<file path="config.mk">
export PLATFORM = sky130hd
export DESIGN_NAME = mwma_history
export DESIGN_NICKNAME = d
export VERILOG_FILES = /design/src/sv/mwma_pkg.sv /design/src/sv/mwma_history.sv
export SDC_FILE = /design/constraint.sdc
export NUM_CORES = 2
export LEC_CHECK = 0
export BUFFER_PORTS_ARGS = -buffer_cell sky130_fd_sc_hd__buf_4
export CAP_MARGIN = 25
export CORE_ASPECT_RATIO = 2
export CORE_MARGIN = 2
export CORE_UTILIZATION = 45
export CTS_BUF_LIST = sky130_fd_sc_hd__clkbuf_16
export DETAILED_ROUTE_END_ITERATION = 10
export PLACE_DENSITY = 0.66
export REMOVE_ABC_BUFFERS = 1
export SLEW_MARGIN = 20
export SYNTH_ARGS = -nofsm -noshare
export SYNTH_HDL_FRONTEND = slang
export SYNTH_SLANG_ARGS = --single-unit
</file>
<file path="constraint.sdc">
create_clock -name clk -period 166.2 [get_ports clk]
set_input_delay 24.93 -clock clk [delete_from_list [all_inputs] [get_ports clk]]
set_output_delay 24.93 -clock clk [all_outputs]
set_load 0.05 [all_outputs]
</file>
<file path="src/sv/mwma_pkg.sv">
// ----------------------------------------------------------------------------
// mwma_pkg
// Shared constants and types of the multi-window moving average: window
// lengths, datapath widths, reciprocal constants and inter-module structs.
// ----------------------------------------------------------------------------
`default_nettype none

package mwma_pkg;

  localparam int NUM_WIN        = 4;
  localparam int WINDOW_SHORT   = 5;
  localparam int WINDOW_MEDIUM  = 20;
  localparam int WINDOW_LONG    = 60;
  localparam int WINDOW_LONGEST = 200;

  localparam int WIN_MAX_A = (WINDOW_SHORT > WINDOW_MEDIUM) ? WINDOW_SHORT : WINDOW_MEDIUM;
  localparam int WIN_MAX_B = (WINDOW_LONG > WINDOW_LONGEST) ? WINDOW_LONG : WINDOW_LONGEST;
  localparam int WIN_MAX   = (WIN_MAX_A > WIN_MAX_B) ? WIN_MAX_A : WIN_MAX_B;

  localparam int WIN_LEN [NUM_WIN] = '{WINDOW_SHORT, WINDOW_MEDIUM, WINDOW_LONG, WINDOW_LONGEST};

  localparam int PRICE_W = 32;
  localparam int SUM_W   = 40;
  localparam int FRAC_W  = 8;
  localparam int AVG_W   = 40;
  localparam int BARS_W  = $clog2(WIN_MAX + 1);

  // long division of sum*256 by the window, one 16-bit digit per step
  localparam int DIV_W       = SUM_W + FRAC_W;
  localparam int DIGIT_W     = 16;
  localparam int NUM_DIGITS  = DIV_W / DIGIT_W;
  localparam int NUM_STAGES  = 2 * NUM_DIGITS;
  localparam int REM_W       = (WIN_MAX > 1) ? $clog2(WIN_MAX) : 1;
  localparam int T_W         = REM_W + DIGIT_W;
  localparam int RECIP_SHIFT = T_W + REM_W;
  localparam int RECIP_W     = RECIP_SHIFT + 1;
  localparam int PROD_W      = T_W + RECIP_W;

  // ceil(2^RECIP_SHIFT / W): exact quotient for any partial dividend below W*2^DIGIT_W
  localparam logic [RECIP_W-1:0] WIN_RECIP [NUM_WIN] = '{
    RECIP_W'(((64'd1 << RECIP_SHIFT) + 64'(WINDOW_SHORT) - 64'd1) / 64'(WINDOW_SHORT)),
    RECIP_W'(((64'd1 << RECIP_SHIFT) + 64'(WINDOW_MEDIUM) - 64'd1) / 64'(WINDOW_MEDIUM)),
    RECIP_W'(((64'd1 << RECIP_SHIFT) + 64'(WINDOW_LONG) - 64'd1) / 64'(WINDOW_LONG)),
    RECIP_W'(((64'd1 << RECIP_SHIFT) + 64'(WINDOW_LONGEST) - 64'd1) / 64'(WINDOW_LONGEST))
  };

  typedef logic [SUM_W-1:0] sum_t;

  // running sums after one word, with window-full flags
  typedef struct packed {
    logic [NUM_WIN-1:0]            full;
    logic [NUM_WIN-1:0][SUM_W-1:0] sum;
  } snap_t;

  // one divider lane in flight
  typedef struct packed {
    logic             full;
    logic [SUM_W-1:0] sum;
    logic [T_W-1:0]   t;
    logic [REM_W-1:0] rem;
    logic [DIV_W-1:0] quo;
  } lane_t;

  // divider result
  typedef struct packed {
    logic [NUM_WIN-1:0]            full;
    logic [NUM_WIN-1:0][DIV_W-1:0] quo;
  } quot_t;

endpackage

`default_nettype wire

</file>
<file path="src/sv/mwma_history.sv">
// ----------------------------------------------------------------------------
// mwma_history
// Price shift line, bar count and running window sums. Updates on each
// accepted word and registers a snapshot of the sums for the divider.
// ----------------------------------------------------------------------------
`default_nettype none

module mwma_history import mwma_pkg::*; (
  input  logic               clk,
  input  logic               rst_n,
  input  logic               in_valid,
  output logic               in_ready,
  input  logic [PRICE_W-1:0] in_price,
  input  logic               in_new_bar,
  output logic               snap_valid,
  input  logic               snap_ready,
  output snap_t              snap
);

  logic [PRICE_W-1:0] hist_r   [WIN_MAX];
  logic [PRICE_W-1:0] hist_nxt [WIN_MAX];
  logic [BARS_W-1:0]  bars_r, bars_nxt;
  sum_t               sum_r   [NUM_WIN];
  sum_t               sum_nxt [NUM_WIN];
  logic               snap_valid_r;
  snap_t              snap_r, snap_nxt;
  logic               acc;
  logic               ignore_rep;

  assign in_ready   = !snap_valid_r || snap_ready;
  assign acc        = in_valid && in_ready;
  // revision with nothing held: no change, all windows invalid
  assign ignore_rep = !in_new_bar && (bars_r == '0);

  always_comb begin
    logic [PRICE_W-1:0] sub;
    hist_nxt = hist_r;
    bars_nxt = bars_r;
    sum_nxt  = sum_r;
    sub      = '0;
    if (in_new_bar) begin
      hist_nxt[0] = in_price;
      for (int i = 1; i < WIN_MAX; i++) begin
        hist_nxt[i] = hist_r[i-1];
      end
      if (bars_r < BARS_W'(WIN_MAX)) begin
        bars_nxt = bars_r + 1'b1;
      end
      for (int k = 0; k < NUM_WIN; k++) begin
        sub = (bars_r >= BARS_W'(WIN_LEN[k])) ? hist_r[WIN_LEN[k]-1] : '0;
        sum_nxt[k] = sum_r[k] + SUM_W'(in_price) - SUM_W'(sub);
      end
    end else if (!ignore_rep) begin
      hist_nxt[0] = in_price;
      for (int k = 0; k < NUM_WIN; k++) begin
        sum_nxt[k] = sum_r[k] + SUM_W'(in_price) - SUM_W'(hist_r[0]);
      end
    end
    for (int k = 0; k < NUM_WIN; k++) begin
      snap_nxt.full[k] = (bars_nxt >= BARS_W'(WIN_LEN[k]));
      snap_nxt.sum[k]  = sum_nxt[k];
    end
  end

  always_ff @(posedge clk) begin
    if (!rst_n) begin
      bars_r       <= '0;
      snap_valid_r <= 1'b0;
      for (int k = 0; k < NUM_WIN; k++) begin
        sum_r[k] <= '0;
      end
    end else begin
      if (acc) begin
        bars_r <= bars_nxt;
        sum_r  <= sum_nxt;
      end
      if (in_ready) begin
        snap_valid_r <= in_valid;
      end
    end
  end

  // history line and snapshot: payload only
  always_ff @(posedge clk) begin
    if (acc) begin
      hist_r <= hist_nxt;
      snap_r <= snap_nxt;
    end
  end

  assign snap_valid = snap_valid_r;
  assign snap       = snap_r;

  a_bars_step: assert property (@(posedge clk) disable iff (!rst_n)
    (acc && in_new_bar && (bars_r < BARS_W'(WIN_MAX))) |=> (bars_r == $past(bars_r) + 1'b1))
    else $error("bar count did not advance on a new bar");

  a_empty_sum: assert property (@(posedge clk) disable iff (!rst_n)
    (bars_r == '0) |-> (sum_r[NUM_WIN-1] == '0))
    else $error("running sum non-zero with no bars held");

endmodule

`default_nettype wire

</file>
; Word level (Yosys, flattened, before mapping)
; Index checks and enable logic that the tools add are counted.
[word_totals]
ff_bits = 6733
inputBits = 37
[classes]
addsub = 13
n_lt_le_gt_ge = 9
n_eq_ne = 1
muxes = 10
n_reduce_logical = 8
[op_table]
columns = operator, n
row1 = $mux 160, 2
row2 = $sub 40x32->40, 8
row3 = $mux 32, 6
row4 = $add 40x32->40, 4
row5 = $ge 8x3->1 const B, 2
row6 = $ge 8x5->1 const B, 2
row7 = $ge 8x6->1 const B, 2
row8 = $ge 8x8->1 const B, 2
row9 = $mux 8, 2
row10 = $add 8x1->8 const B, 1
row11 = $logic_not 8->1, 1
row12 = $lt 8x8->1 const B, 1
row13 = $reduce_and 2->1, 2
row14 = $logic_and 1x1->1, 2
row15 = $logic_not 1->1, 2
row16 = $ne 2x2->1 const B, 1
row17 = $logic_or 1x1->1, 1

; Logic depth before layout (Yosys ltp)
[logic_depth]
depth_word = 4
ltp_mapped = 28
mapped_depth_nobuf = 28

; Worst setup path before layout
; Ideal clock, no wire load.
[synth_timing]
path_kind = input to register
startpoint = in in_new_bar
endpoint = reg sum_r[22] (netlist name)
setup_time_ns = 5.350
arrival_ns = 161.780
required_time_ns = 160.850
slack_ns = -0.930
stages = 6
cell_sequence = clkbuf_1 clkbuf_1 clkbuf_1 nand2_1 inv_1 a2111oi_0
[synth_via]
elab_chain_cells = 4
[synth_lines]
columns = element, line_no
row1 = "start, declared", mwma_history.sv:14  ; input logic in_new_bar,
row2 = $logic_not 1->1, mwma_history.sv:33  ; assign ignore_rep = !in_new_bar && (bars_r == '0);
row3 = $logic_and 1x1->1, mwma_history.sv:33
row4 = $mux 160, mwma_history.sv:53  ; end else if (!ignore_rep) begin
row5 = $mux 160 (*), mwma_history.sv:41  ; if (in_new_bar) begin
row6 = "end signal, assigned", mwma_history.sv:75  ; sum_r <= sum_nxt;
row7 = "end, declared", mwma_history.sv:23  ; sum_t sum_r [NUM_WIN];
; Every way passes the cells marked *; elsewhere a longest branch is shown, timed or not.
; A chain may end at the register's enable or synchronous reset.

; Worst setup path in the final report
[layout_timing]
startpoint = in snap_ready
endpoint = out in_ready
[layout_via]
elab_chain_cells = 1
[layout_lines]
columns = element, line_no
row1 = "start, declared", mwma_history.sv:16  ; input logic snap_ready,
row2 = $logic_or 1x1->1, mwma_history.sv:30  ; assign in_ready = !snap_valid_r || snap_ready;
row3 = "end, declared", mwma_history.sv:12  ; output logic in_ready,
; No other way between the ends.

==> flow_summary_export.csv <==
group,metric,value,unit
clock_network,cts_resized,0,
pwr,ir_worst_vdd,0.0129,mV
detailed_routing,ant_nets,0,
pwr,p_seq_share,51.2,%
die,core_area,506000,um^2
detailed_routing,wl_per_cell,21.3,um
grt,gr-total-overflow,0,
synth,synth_most_common_cell,"edfxtp_1",
die,std_cell_rows,370,
synth,ys_warn_count,0,
sta,clock-skew-final,73.9,ps
clock_network,htreeDepth,6,
min_path,hold_depth,0,
worst_setup_path,crit_path_max_fanout,3,
pwr,p_int,2.86,mW
status,status,"finished, final reports clean",
sta,slew_viol_final,0,
die,io_pins,203,
detailed_routing,routed_wl,401000,um
synth,yosys-top-cells-area,"edfxtp_1 (86%), ha_1 (2.1%), dfxtp_1 (1.5%), a21oi_1 (1.2%), nand2_1 (0.95%)",
sta,period_share,30.3,%
sta,fin_crit,50390,ps
clock_network,clock_path_buffers,4,
synth,synth_async_sr_flop_share,0,%
pwr,p_per_area,15.3,nW/um^2
place,portBuffers,202,
worst_setup_path,worstSetupStartpointType,"input pin",
worst_setup_path,r2r-start,"snap_valid",
detailed_routing,vias,96700,
pwr,comb_power_share,16.8,%
detailed_routing,drtIter0Drc,8535,
synth,synth_cell_types,103,
synth,synth_area,228000,um^2
grt,grt_usage,15.2,%
detailed_routing,first_pass_iters,6,
clock_network,cts_tree,"built",
clock_network,cts_sinks,6733,
synth,synth-seq-cells,6733,
synth,synth-edff-count,6564,
worst_setup_path,crit_type,"input pin to output pin",
worst_setup_path,worst-r2r-cell-count,11,
sta,whs,383,ps
pwr,clockPowerShare,32.0,%
clock_network,cts_hold_buf,0,
sta,tightest_slew,1170,ps
synth,avgSynthCellArea,20.6,um^2
worst_setup_path,r2r_setup_slack,158300,ps
place,hpwlAfterDp,244000,um
grt,grt_pass1_vias,95200,
grt,antenna_found_initial,24,
run,drv_cap,0,
worst_setup_path,r2r_end,"hist_r[2536]",
die,die_x,508,um
detailed_routing,drc,0,
place,place.gp.congestion,0.929,
final_layout,drive_gt1_share,9.77,%
die,die_y,1010,um
clock_network,cts-root-buf,"clkbuf_16",
worst_setup_path,arrival,25460,ps
synth,ys_seq_area_share,87.8,%
pwr,p_sw,1.06,mW
synth,yosysTopAreaCell,"edfxtp_1",
grt,grt_max_degree,223,
synth,synthTopCellsByCount,"edfxtp_1 (6564), nand2_1 (579), a21oi_1 (541)",
min_path,hold_path_end,"hist_r[6102]",
clock_network,clk_latency,1020,ps
final_layout,final_util,50.6,%
clock_network,cts_made_buffers,532,
die,die_area,513000,um^2
final_layout,n_fill_cell,39900,
pwr,leakagePower,85.2,nW
sta,slew_headroom,21.9,%
sta,hold_viol,0,
min_path,hold_class,"flip-flop to flip-flop",
sta,rsz0062_at_grt,"false",
clock_network,cts_setup_buffers,0,
final_layout,multi_input_area,26500,um^2
min_path,hold_path.startpoint,"hist_r[6134]",
die,start_util,45.1,%
synth,synth_top_area_share,86.3,%
final_layout,areaGrowthSynthToFinish,12.2,%
pwr,switching_share,27.1,%
synth,syn_inst,11100,
final_layout,ff_latch_area,200000,um^2
place,placed_cell_area,239000,um^2
worst_setup_path,endpoint_kind,"output pin",
detailed_routing,routed_via_density,5.13,
final_layout,design_area,256000,um^2
sta,fmax,0.0198,GHz
synth,synth_flop_cell,"edfxtp_1",
worst_setup_path,required,141270,ps
clock_network,path_clk_slew,70,ps
sta,setup_viol,0,
final_layout,final_nets,12200,
grt,grt_pass1_wl,592000,um
[per-stage QoR]
stage          instances  setup WS, ps  total power [mW]  TNS, ps
2_1_floorplan      10900         -5530              2.93    -5530
3_3_place_gp       17900        115800              2.69        0
3_5_place_dp       17900        115820              2.69        0
4_1_cts            18800        115820              3.97        0
5_1_grt            18900        115790              4.09        0
6_report           18900        115810              3.92        0
[state kept, by name (all words and copies together), names as in the netlist]
register,count
snap,164
sum_r,160
hist_r,6400
bars_r,8
snap_valid,1
[per-layer routing]
| metal | vias to the layer above | GRT usage (%) | share of wire, % |
|---|---|---|---|
| met1 | 48900 | 21.1 | 44 |
| met4 | 0 | 8.22 | 5.8 |
| met2 | 2285 | 23.7 | 46 |
| met5 | - | 0 | 0 |
| met3 | 927 | 1.66 | 3.9 |
| li1 | 44600 | - | - |
[critical path, cell delays in order]
cell,delay (ps)
buf_4,100
nand2b_1,200
buf_4,220
[layout by cell type (no fill, tap or decap), types with 42 or more instances in the layout]
master     netlist  final
a211oi_1        87     87
a21o_1         172    172
a21oi_1        541    541
a31oi_1         55     55
and3_1          49     48
buf_4            0    305
bufinv_16        0     46
clkbuf_16        0    542
clkinv_1         2     94
clkinv_2         0     90
dfxtp_1        169    169
edfxtp_1      6564   6564
ha_1           388    388
inv_1          148    246
mux2i_1         42     42
nand2_1        579    577
nand2b_1        69     69
nand3_1        107    106
nand4_1         52     52
nor2_1         401    401
nor2b_1         43     43
nor3_1          80     80
o21a_1          86     86
o21ai_0        299    298
o21bai_1        59     59
xnor2_1        243    243
xor2_1         162    162
[worst max-delay path by stage]
| stage | endpoint | slack [ps] | from |
|---|---|---|---|
| after global routing | in_ready | 115790 | snap_ready |
| after floorplan | sum_r[22] | -5530 | snap_ready |
| after global placement | in_ready | 115800 | snap_ready |
| after CTS | in_ready | 115820 | snap_ready |
| after detailed placement | in_ready | 115820 | snap_ready |
| final | in_ready | 115810 | snap_ready |
[cell type report]
| cell class | instances | share of cell area (%) |
|---|---|---|
| antenna | 9 | 0.00879 |
| clock buffer | 542 | 5.29 |
| clock inverter | 408 | 1.43 |
| inverter | 153 | 0.232 |
| multi-input combinational | 3989 | 10.4 |
| sequential | 6733 | 78.2 |
| tap | 6696 | 3.27 |
| timing repair buffer | 338 | 1.17 |
[power by group through the flow]
stage / clock (mW) / sequential (mW) / combinational (mW)
CTS: 1.30 / 2.01 / 0.653
global route: 1.36 / 2.02 / 0.709
finish: 1.25 / 2.01 / 0.659
global placement: 0 / 2.05 / 0.647
floorplan: 0 / 2.52 / 0.406
detailed placement: 0 / 2.05 / 0.648
[logic make-up (layout without fill, tap and decap cells)]
logic type / Yosys count / after routing / synth area share, %
flip-flops: 6733 / 6733 / 87.8
AND/OR/NAND/NOR: 1509 / 1509 / 3.03
XOR/XNOR: 405 / 405 / 1.55
AO/OA/AOI/OAI: 1622 / 1622 / 4.55
buffers and inverters: 345 / 1441 / 0.571
adder cells (fa/ha/maj): 400 / 400 / 2.23
other: 0 / 9 / 0
multiplexers: 53 / 53 / 0.240
Note: power is estimated with default switching activity, not from simulation.
